File: src/rtl/core/ldp_pkg.sv
package ldp_pkg;

    localparam int LANES       = 4;
    localparam int OP_W        = 16;
    localparam int PROD_W      = 2 * OP_W;
    localparam int SUM_W       = 48;
    localparam int CNT_W       = 16;
    localparam int MAX_VECTORS = ((1 << CNT_W) - 2) / LANES + 1;
    localparam int IDX_W       = (MAX_VECTORS > 1) ? $clog2(MAX_VECTORS) : 1;
    localparam int TREE_LVL    = $clog2(LANES);
    localparam int TREE_LEAVES = 1 << TREE_LVL;
    localparam int TREE_NODES  = 2 * TREE_LEAVES - 1;
    localparam int OFS_W       = CNT_W + 1;

    localparam int PADDR_W = 3;
    localparam int PDATA_W = 32;

    localparam logic             REG_ELEMENT_COUNT = 1'b0;
    localparam logic [CNT_W-1:0] COUNT_RESET       = CNT_W'(1);

    typedef struct packed {
        logic prod_en;
        logic keep;
        logic acc_en;
        logic acc_clr;
    } t_lane_ctl;

endpackage

File: src/rtl/core/lane_parallel_dot_product.sv
// Streaming dot product over signed Q4.12 vectors, four elements of x and y
// per transaction. Each lane multiplies its pair and accumulates a 48-bit
// sum; after ceil(element_count/4) transactions the lane sums are merged
// into one signed Q24.24 result on o_dot_value, exact for up to 65535
// elements, and the accumulators restart. A transaction is taken every
// cycle; the only backpressure is a finished product waiting on a full
// merge tree. The last transaction passes one product register, then the
// registered adder tree (leaf, inner and root levels), fed by the lane
// accumulator adders. element_count lives at address 0; the user must
// write it only between products; the block does not enforce it. A count
// of zero takes each transaction as a complete product with result zero.
module lane_parallel_dot_product (
    input  logic                                i_clk,
    input  logic                                i_rst_n,
    input  logic                                psel,
    input  logic                                penable,
    input  logic                                pwrite,
    input  logic        [ldp_pkg::PADDR_W-1:0]  paddr,
    input  logic        [ldp_pkg::PDATA_W-1:0]  pwdata,
    output logic        [ldp_pkg::PDATA_W-1:0]  prdata,
    output logic                                pready,
    input  logic                                i_in_valid,
    output logic                                o_in_stall,
    input  logic signed [ldp_pkg::OP_W-1:0]     i_x_lane0,
    input  logic signed [ldp_pkg::OP_W-1:0]     i_x_lane1,
    input  logic signed [ldp_pkg::OP_W-1:0]     i_x_lane2,
    input  logic signed [ldp_pkg::OP_W-1:0]     i_x_lane3,
    input  logic signed [ldp_pkg::OP_W-1:0]     i_y_lane0,
    input  logic signed [ldp_pkg::OP_W-1:0]     i_y_lane1,
    input  logic signed [ldp_pkg::OP_W-1:0]     i_y_lane2,
    input  logic signed [ldp_pkg::OP_W-1:0]     i_y_lane3,
    output logic                                o_out_valid,
    input  logic                                i_out_stall,
    output logic signed [ldp_pkg::SUM_W-1:0]    o_dot_value
);
    import ldp_pkg::*;

    logic [CNT_W-1:0] r_count;
    logic [IDX_W-1:0] r_idx;
    logic [IDX_W-1:0] n_idx;
    logic [IDX_W-1:0] last_idx;
    logic [CNT_W-1:0] cnt_m1;
    logic [OFS_W-1:0] base;
    logic             in_last;
    logic             accept;
    logic             cfg_wr;

    logic             r_a_valid;
    logic             r_a_last;
    logic             ready_a;
    logic             adv_a;
    logic             merge_ready;
    logic [SUM_W-1:0] merge_sum;

    logic signed [OP_W-1:0]  x_in [4];
    logic signed [OP_W-1:0]  y_in [4];
    logic        [SUM_W-1:0] lane_total [LANES];
    t_lane_ctl               lane_ctl [LANES];

    // configuration port
    assign pready = 1'b1;
    assign cfg_wr = psel && penable && pwrite && (paddr[2] == REG_ELEMENT_COUNT);

    always_ff @(posedge i_clk) begin
        if (!i_rst_n) begin
            r_count <= COUNT_RESET;
        end else if (cfg_wr) begin
            r_count <= pwdata[CNT_W-1:0];
        end
    end

    always_comb begin
        prdata = '0;
        if (paddr[2] == REG_ELEMENT_COUNT) begin
            prdata = PDATA_W'(r_count);
        end
    end

    // vector bookkeeping
    assign cnt_m1   = r_count - CNT_W'(1);
    assign last_idx = (r_count == '0) ? '0 : IDX_W'(cnt_m1 / CNT_W'(LANES));
    assign in_last  = (r_idx >= last_idx);
    assign base     = OFS_W'(r_idx) * OFS_W'(LANES);
    assign n_idx    = in_last ? '0 : r_idx + IDX_W'(1);

    assign ready_a    = !r_a_valid || !r_a_last || merge_ready;
    assign adv_a      = r_a_valid && ready_a;
    assign o_in_stall = !ready_a;
    assign accept     = i_in_valid && ready_a;

    always_ff @(posedge i_clk) begin
        if (!i_rst_n) begin
            r_idx     <= '0;
            r_a_valid <= 1'b0;
            r_a_last  <= 1'b0;
        end else begin
            if (accept) begin
                r_idx    <= n_idx;
                r_a_last <= in_last;
            end
            if (accept) begin
                r_a_valid <= 1'b1;
            end else if (adv_a) begin
                r_a_valid <= 1'b0;
            end
        end
    end

    // lanes
    assign x_in[0] = i_x_lane0;
    assign x_in[1] = i_x_lane1;
    assign x_in[2] = i_x_lane2;
    assign x_in[3] = i_x_lane3;
    assign y_in[0] = i_y_lane0;
    assign y_in[1] = i_y_lane1;
    assign y_in[2] = i_y_lane2;
    assign y_in[3] = i_y_lane3;

    genvar j;
    generate
        for (j = 0; j < LANES; j++) begin : g_lane
            assign lane_ctl[j].prod_en = accept;
            assign lane_ctl[j].keep    = (base + OFS_W'(j)) < OFS_W'(r_count);
            assign lane_ctl[j].acc_en  = adv_a;
            assign lane_ctl[j].acc_clr = r_a_last;

            ldp_lane u_lane (
                .i_clk   (i_clk),
                .i_rst_n (i_rst_n),
                .i_x     (x_in[j]),
                .i_y     (y_in[j]),
                .i_ctl   (lane_ctl[j]),
                .o_total (lane_total[j])
            );
        end
    endgenerate

    ldp_merge u_merge (
        .i_clk   (i_clk),
        .i_rst_n (i_rst_n),
        .i_valid (adv_a && r_a_last),
        .i_sums  (lane_total),
        .o_ready (merge_ready),
        .o_valid (o_out_valid),
        .o_sum   (merge_sum),
        .i_stall (i_out_stall)
    );

    assign o_dot_value = $signed(merge_sum);

    // checks
    a_hold_last: assert property (@(posedge i_clk) disable iff (!i_rst_n)
        r_a_valid && r_a_last && !merge_ready |=> r_a_valid && r_a_last)
        else $error("finished product dropped while merge tree full");

    a_idx_restart: assert property (@(posedge i_clk) disable iff (!i_rst_n)
        accept && in_last |=> r_idx == '0)
        else $error("vector index not cleared after last vector");

    a_stall_cause: assert property (@(posedge i_clk) disable iff (!i_rst_n)
        o_in_stall |-> r_a_valid && r_a_last)
        else $error("input stalled without a pending final vector");

endmodule

File: src/rtl/core/ldp_lane.sv
module ldp_lane (
    input  logic                              i_clk,
    input  logic                              i_rst_n,
    input  logic signed [ldp_pkg::OP_W-1:0]   i_x,
    input  logic signed [ldp_pkg::OP_W-1:0]   i_y,
    input  ldp_pkg::t_lane_ctl                i_ctl,
    output logic        [ldp_pkg::SUM_W-1:0]  o_total
);
    import ldp_pkg::*;

    logic signed [PROD_W-1:0] r_prod;
    logic        [SUM_W-1:0]  r_sum;
    logic        [SUM_W-1:0]  n_sum;

    // product stage, masked lanes contribute zero
    always_ff @(posedge i_clk) begin
        if (i_ctl.prod_en) begin
            r_prod <= i_ctl.keep ? PROD_W'(i_x * i_y) : '0;
        end
    end

    assign n_sum   = r_sum + SUM_W'(r_prod);
    assign o_total = n_sum;

    always_ff @(posedge i_clk) begin
        if (!i_rst_n) begin
            r_sum <= '0;
        end else if (i_ctl.acc_en) begin
            r_sum <= i_ctl.acc_clr ? '0 : n_sum;
        end
    end

endmodule

File: src/rtl/core/ldp_merge.sv
module ldp_merge (
    input  logic                          i_clk,
    input  logic                          i_rst_n,
    input  logic                          i_valid,
    input  logic [ldp_pkg::SUM_W-1:0]     i_sums [ldp_pkg::LANES],
    output logic                          o_ready,
    output logic                          o_valid,
    output logic [ldp_pkg::SUM_W-1:0]     o_sum,
    input  logic                          i_stall
);
    import ldp_pkg::*;

    logic [SUM_W-1:0]  r_node [TREE_NODES];
    logic [TREE_LVL:0] r_vld;
    logic [TREE_LVL:0] n_vld;
    logic [TREE_LVL:0] rdy;
    logic [TREE_LVL:0] pop;
    logic [TREE_LVL:0] load;

    // depth 0 is the root and output register, depth TREE_LVL the leaves
    genvar d, i;
    generate
        for (d = 0; d <= TREE_LVL; d++) begin : g_depth
            if (d == 0) begin : g_root
                assign rdy[d] = !r_vld[d] || !i_stall;
                assign pop[d] = r_vld[d] && !i_stall;
            end else begin : g_inner
                assign rdy[d] = !r_vld[d] || rdy[d-1];
                assign pop[d] = r_vld[d] && rdy[d-1];
            end
            if (d == TREE_LVL) begin : g_leaf_load
                assign load[d] = i_valid;
            end else begin : g_node_load
                assign load[d] = pop[d+1];
            end
            assign n_vld[d] = load[d] || (r_vld[d] && !pop[d]);

            for (i = 0; i < (1 << d); i++) begin : g_node
                localparam int K = (1 << d) - 1 + i;
                if (d == TREE_LVL) begin : g_leaf
                    if (i < LANES) begin : g_used
                        always_ff @(posedge i_clk) begin
                            if (load[d]) begin
                                r_node[K] <= i_sums[i];
                            end
                        end
                    end else begin : g_pad
                        always_ff @(posedge i_clk) begin
                            if (load[d]) begin
                                r_node[K] <= '0;
                            end
                        end
                    end
                end else begin : g_add
                    always_ff @(posedge i_clk) begin
                        if (load[d]) begin
                            r_node[K] <= r_node[2*K+1] + r_node[2*K+2];
                        end
                    end
                end
            end
        end
    endgenerate

    always_ff @(posedge i_clk) begin
        if (!i_rst_n) begin
            r_vld <= '0;
        end else begin
            r_vld <= n_vld;
        end
    end

    assign o_ready = rdy[TREE_LVL];
    assign o_valid = r_vld[0];
    assign o_sum   = r_node[0];

endmodule

File: config.mk
export PLATFORM = sky130hd
export DESIGN_NAME = lane_parallel_dot_product
export DESIGN_NICKNAME = d
export VERILOG_FILES = /design/src/rtl/core/ldp_pkg.sv /design/src/rtl/core/lane_parallel_dot_product.sv /design/src/rtl/core/ldp_lane.sv /design/src/rtl/core/ldp_merge.sv
export SDC_FILE = /design/constraint.sdc
export NUM_CORES = 2
export LEC_CHECK = 0
export BUFFER_PORTS_ARGS = -buffer_cell sky130_fd_sc_hd__buf_4
export CORE_MARGIN = 8
export CORE_UTILIZATION = 70
export CTS_CLUSTER_DIAMETER = 150
export DETAILED_ROUTE_END_ITERATION = 16
export GPL_TIMING_DRIVEN = 0
export PLACE_DENSITY = 0.9
export SYNTH_ARGS = -nofsm -noshare
export SYNTH_HDL_FRONTEND = slang
export SYNTH_SLANG_ARGS = --single-unit
export TNS_END_PERCENT = 30
File: constraint.sdc
create_clock -name i_clk -period 24.8 [get_ports i_clk]
set_input_delay 4.96 -clock i_clk [delete_from_list [all_inputs] [get_ports i_clk]]
set_output_delay 4.96 -clock i_clk [all_outputs]
set_load 0.03 [all_outputs]
==> run summary <==
The aggregate routed wire length is 214000 um, and the post-synth design cell area is 79700 sq um. The HPWL after detailed placement is 174000 um. The tools report the initial core utilization as 70.1%. The logs give 0 for the number of gates resized after CTS and 18500 sq um for the total area of sequential cells. In this run, synthesis produced a sequential element count of 691.

For the total negative slack for setup checks, the log shows 0 ns. TritonCTS built the clock tree. The share of post-route cells with drive strength above 1 is 4.87%, and the number of hold buffers added after CTS is 0. The iteration count of the initial detailed-routing pass is 8. In this run, synthesis inferred 464 flip-flops with an integrated enable. After synthesis, the mean cell area works out to 9.69 sq um.

After detailed routing, the number of vias per cell comes to 6.14. The run gives 8230 as the post-synthesis cell count. The minimum period implied by the final worst setup slack was 12.14 ns. Of all nets on the critical path, the largest fanout is 10. For the number of synthesis warnings, the log shows 0. The multi-input combinational cells in the finished layout cover a total of 55500 sq um. The number of H-tree levels was 3; the number of buffer and inverter stages on the critical path was 5.

The number of antenna violations at the first check in global routing is 7, and the measured slew at the worst slew-check pin is 1.22 ns. The number of cells on the worst reg-to-reg path came out at 21. The tools report the count of pins on the block boundary as 253. For this run, the slowest stage of the critical path takes 0.87 ns. In the routed design, unresolved DRC markers number 0. The die outline width was 354 um; the row count was 124.

Grouping stages by cell kind, the critical path spends the most delay in adder cells. The height of the die came out at 354 um. The share of synthesized area occupied by flip-flops and latches came out at 23.2%. Counting buffers and inverters, the worst setup path is 24 cells deep. Total via count after detailed routing: 62092. The max-cap check violation count is 0, and the later-pin clock latency in the skew report is 0.63 ns. The run gives 125000 sq um as the full die area. Static timing analysis puts the maximum clock frequency at 82.4 MHz.

The run gives 0 as the aggregate global routing overflow. The type of the setup path with the least slack was input pin to flop. In the synthesized netlist the async set-or-reset flop fraction comes to 0%. The run gives 0 as the post-route antenna net violation count. The clock tree root buffer cell was sky130_fd_sc_hd__clkbuf_16.

The average wire length per cell after detail routing was 21.1 um. Ranked by total cell area, the synthesized netlist is headed by sky130_fd_sc_hd__fa_1 26%, sky130_fd_sc_hd__edfxtp_1 17%, sky130_fd_sc_hd__ha_1 11%. Traced cell by cell, the critical path runs through buf_4 > clkbuf_1 > nand2_1 > fa_1 > fa_1 > fa_1 > inv_1 > fa_1 > fa_1 > inv_1 > fa_1 > inv_1 > ha_1 > a21o_1 > a21o_1 > a21o_1 > a21o_1 > a221oi_2 > nor4b_1 > o2111ai_1 > nand3b_1 > a21oi_1 > a221oi_1 > nor3b_1. Counting instances, the worst hold path has a depth of 2. The tools report the final count of hold timing violations as 0.

The final count of pins violating max slew is 0, and the standard cell core area is 114000 sq um. The run finished with clean final reports. The slowest stage of the critical path is the sky130_fd_sc_hd__nor3b_1 cell. The category of the worst setup path launch point was an input pin.

In this run the worst hold path is classified as flop to flop. The number of global-route vias before repair is 64981. Signal routing reaches up to met5.

The tools report the detailed-routing wirelength on met1 as 80500 um. In this design, the critical path's most frequently occurring cell is sky130_fd_sc_hd__fa_1. During placement, the flow inserted port buffers numbering 216.

In this run the post-CTS setup repair buffer count came out at 0. The total routing resource utilization after global routing was 33.9%; the share of the cycle needed by the critical path after routing was 49.0%. For this run, the leading register cell type out of synthesis is sky130_fd_sc_hd__edfxtp_1. Setup repair after global routing left no endpoint under its margin. Data on the critical path is required at its endpoint by 25.08 ns.

The logs give 10457 for the number of nets in the layout and 0 for the number of endpoints failing setup at the final stage. The first global-routing pass estimated 341000 um of wire. The final RePlAce weighted congestion is 0.998, and the share of the synthesized area in the top cell type is 26.5%. Of all cell types, the one taking the most synthesized area is sky130_fd_sc_hd__fa_1. The logs give 0.0274 ns for the final worst clock skew and 19400 um for the total length of routed met3 wires. In this run, the number of DRC markers left after iteration 0 of detailed routing was 5639. The tools report the met2 wire length as 101000 um.

At the worst endpoint, the arrival time is 12.43 ns. Entering global routing, the biggest net connects 101 pins. The tightest slew margin relative to the limit came out at 18.9%. The clock net in this run drives a total of 691 sinks. The register clock-pin slew on the reported worst setup and hold paths is 0.06 ns, and the worst-case clock buffer depth is 3. Compared with the post-synthesis result, the final layout area differs by 7.77%. The run gives 7663 as the fill cell instance count of the final layout. The tools report the number of buffers created by CTS as 70. The tools report the sort of element at the end of the critical path as a flop.

Synthesis instantiated 101 different standard cells from the library.
==> flip-flops by register name, indices dropped and copies added, names as in the netlist <==
register and count:
u_merge.r_node 336, r_a_last 1, r_count 16, u_merge.r_vld 3
g_lane.u_lane.r_sum 192, g_lane.u_lane.r_prod 128, r_a_valid 1, r_idx 14
==> worst register-to-register path, stage by stage (launching register included) <==
cell	delay, ns
sky130_fd_sc_hd__dfxtp_1	0.37
sky130_fd_sc_hd__or3_1	0.45
sky130_fd_sc_hd__nor2_1	0.26
sky130_fd_sc_hd__nand3_1	0.16
sky130_fd_sc_hd__nor2_1	0.26
sky130_fd_sc_hd__nand3_1	0.18
sky130_fd_sc_hd__nor4_1	0.51
sky130_fd_sc_hd__nand4_1	0.47
sky130_fd_sc_hd__o21ai_0	0.23
sky130_fd_sc_hd__ha_1	0.28
sky130_fd_sc_hd__a21o_1	0.18
sky130_fd_sc_hd__a21oi_1	0.14
sky130_fd_sc_hd__o221ai_1	0.13
sky130_fd_sc_hd__a21o_1	0.20
sky130_fd_sc_hd__a21o_1	0.17
sky130_fd_sc_hd__a221o_1	0.36
sky130_fd_sc_hd__a31oi_1	0.19
sky130_fd_sc_hd__o21ai_1	0.10
sky130_fd_sc_hd__a21oi_1	0.32
sky130_fd_sc_hd__o21ai_1	0.19
sky130_fd_sc_hd__clkbuf_1	0.26
sky130_fd_sc_hd__nor2_1	0.17
==> cell usage in the layout (no fill, tap or decap), types with 42 or more instances in the layout <==
| cell type | n |
|---|---|
| sky130_fd_sc_hd__nand3_1 | 85 |
| sky130_fd_sc_hd__o21bai_1 | 74 |
| sky130_fd_sc_hd__nor2_1 | 379 |
| sky130_fd_sc_hd__xor2_1 | 153 |
| sky130_fd_sc_hd__o21ai_1 | 42 |
| sky130_fd_sc_hd__and3_1 | 44 |
| sky130_fd_sc_hd__nand4_1 | 73 |
| sky130_fd_sc_hd__xnor2_1 | 311 |
| sky130_fd_sc_hd__inv_1 | 1254 |
| sky130_fd_sc_hd__nor2b_1 | 168 |
| sky130_fd_sc_hd__clkbuf_16 | 73 |
| sky130_fd_sc_hd__ha_1 | 687 |
| sky130_fd_sc_hd__o21a_1 | 66 |
| sky130_fd_sc_hd__fa_1 | 1055 |
| sky130_fd_sc_hd__nand2_1 | 747 |
| sky130_fd_sc_hd__a22o_1 | 71 |
| sky130_fd_sc_hd__a21oi_1 | 420 |
| sky130_fd_sc_hd__nor3_1 | 55 |
| sky130_fd_sc_hd__and2_1 | 516 |
| sky130_fd_sc_hd__clkbuf_1 | 273 |
| sky130_fd_sc_hd__nand2b_1 | 69 |
| sky130_fd_sc_hd__edfxtp_1 | 464 |
| sky130_fd_sc_hd__o21ai_0 | 179 |
| sky130_fd_sc_hd__a31oi_1 | 42 |
| sky130_fd_sc_hd__buf_4 | 234 |
| sky130_fd_sc_hd__dfxtp_1 | 227 |
| sky130_fd_sc_hd__a21o_1 | 271 |
| sky130_fd_sc_hd__a22oi_1 | 109 |
==> kinds of logic after synthesis <==
logic type / count (synthesis) / share of synthesized area, %
other: 2 / 0.00942
XOR/XNOR: 465 / 5.12
buffers and inverters: 1550 / 7.40
adder cells (fa/ha/maj): 1742 / 37.3
AO/OA/AOI/OAI: 1555 / 13.2
AND/OR/NAND/NOR: 2218 / 13.8
flip-flops: 691 / 23.2
multiplexers: 7 / 0.0926
==> layer usage <==
| metal | vias up | GRT usage, % |
|---|---|---|
| li1 | 27765 | - |
| met1 | 30464 | 42.7 |
| met2 | 3090 | 55.8 |
| met3 | 771 | 6.26 |
| met4 | 2 | 18.1 |
| met5 | - | 0 |
==> synthesized netlist by cell type, types with 13 or more instances <==
master / count
sky130_fd_sc_hd__a211oi_1: 34
sky130_fd_sc_hd__and2_1: 516
sky130_fd_sc_hd__nor2b_1: 169
sky130_fd_sc_hd__o21ai_0: 179
sky130_fd_sc_hd__nand4_1: 73
sky130_fd_sc_hd__and3_1: 44
sky130_fd_sc_hd__a21o_1: 271
sky130_fd_sc_hd__a31oi_1: 42
sky130_fd_sc_hd__ha_1: 687
sky130_fd_sc_hd__nor3_1: 55
sky130_fd_sc_hd__a22o_1: 71
sky130_fd_sc_hd__nor2_1: 380
sky130_fd_sc_hd__clkbuf_1: 264
sky130_fd_sc_hd__a21boi_0: 38
sky130_fd_sc_hd__nand3_1: 85
sky130_fd_sc_hd__o211ai_1: 37
sky130_fd_sc_hd__nand2_1: 747
sky130_fd_sc_hd__or3_1: 17
sky130_fd_sc_hd__o21ai_1: 42
sky130_fd_sc_hd__a211o_1: 13
sky130_fd_sc_hd__inv_1: 1254
sky130_fd_sc_hd__xor2_1: 153
sky130_fd_sc_hd__a22oi_1: 109
sky130_fd_sc_hd__o21bai_1: 74
sky130_fd_sc_hd__o31ai_1: 19
sky130_fd_sc_hd__edfxtp_1: 464
sky130_fd_sc_hd__nand2b_1: 69
sky130_fd_sc_hd__dfxtp_1: 227
sky130_fd_sc_hd__fa_1: 1055
sky130_fd_sc_hd__a21oi_1: 420
sky130_fd_sc_hd__and4_1: 15
sky130_fd_sc_hd__xnor2_1: 311
sky130_fd_sc_hd__buf_4: 18
sky130_fd_sc_hd__o21a_1: 66
==> layout make-up <==
type                    count  area share, %
diodes                      4         0.0116
plain buffers             295           1.38
clock buffers              86           2.23
clock inverters            43          0.485
inverters                1255           5.49
multi-input cells        6004           64.5
flip-flops and latches    691           21.5
well taps                1512           2.20
repair buffers            228           2.17
==> metrics by stage <==
| stage | utilization, % | area, sq um | hold WS (ns) | std cells | setup WS [ns] |
|---|---|---|---|---|---|
| 6_report | 75.6 | 85900 | 0.477 | 10118 | 12.66 |
| 5_1_grt | 75.6 | 85900 | 0.500 | 10116 | 12.43 |
| 4_1_cts | 75.5 | 85900 | 0.481 | 10113 | 12.38 |
| 3_5_place_dp | 73.5 | 83600 | 0.464 | 9984 | 11.76 |
| 3_3_place_gp | 73.3 | 83300 | 0.454 | 9973 | 6.33 |
| 2_1_floorplan | - | 79800 | 0.445 | 8245 | 10.13 |
==> worst paths after layout <==
| path | start | end | slack (ns) |
|---|---|---|---|
| setup / recovery | i_x_lane3[9] | g_lane[3].u_lane.r_prod[31] | 12.66 |
| setup reg to reg | r_count[0] | r_idx[6] | 19.15 |
| hold / removal | g_lane[3].u_lane.r_sum[2] | g_lane[3].u_lane.r_sum[2] | 0.48 |
| hold reg to reg | g_lane[3].u_lane.r_sum[2] | g_lane[3].u_lane.r_sum[2] | 0.48 |
Power is left out: the tool's default activity adds up to more than one toggle a clock period on the data nets, which glitch-free logic cannot reach.
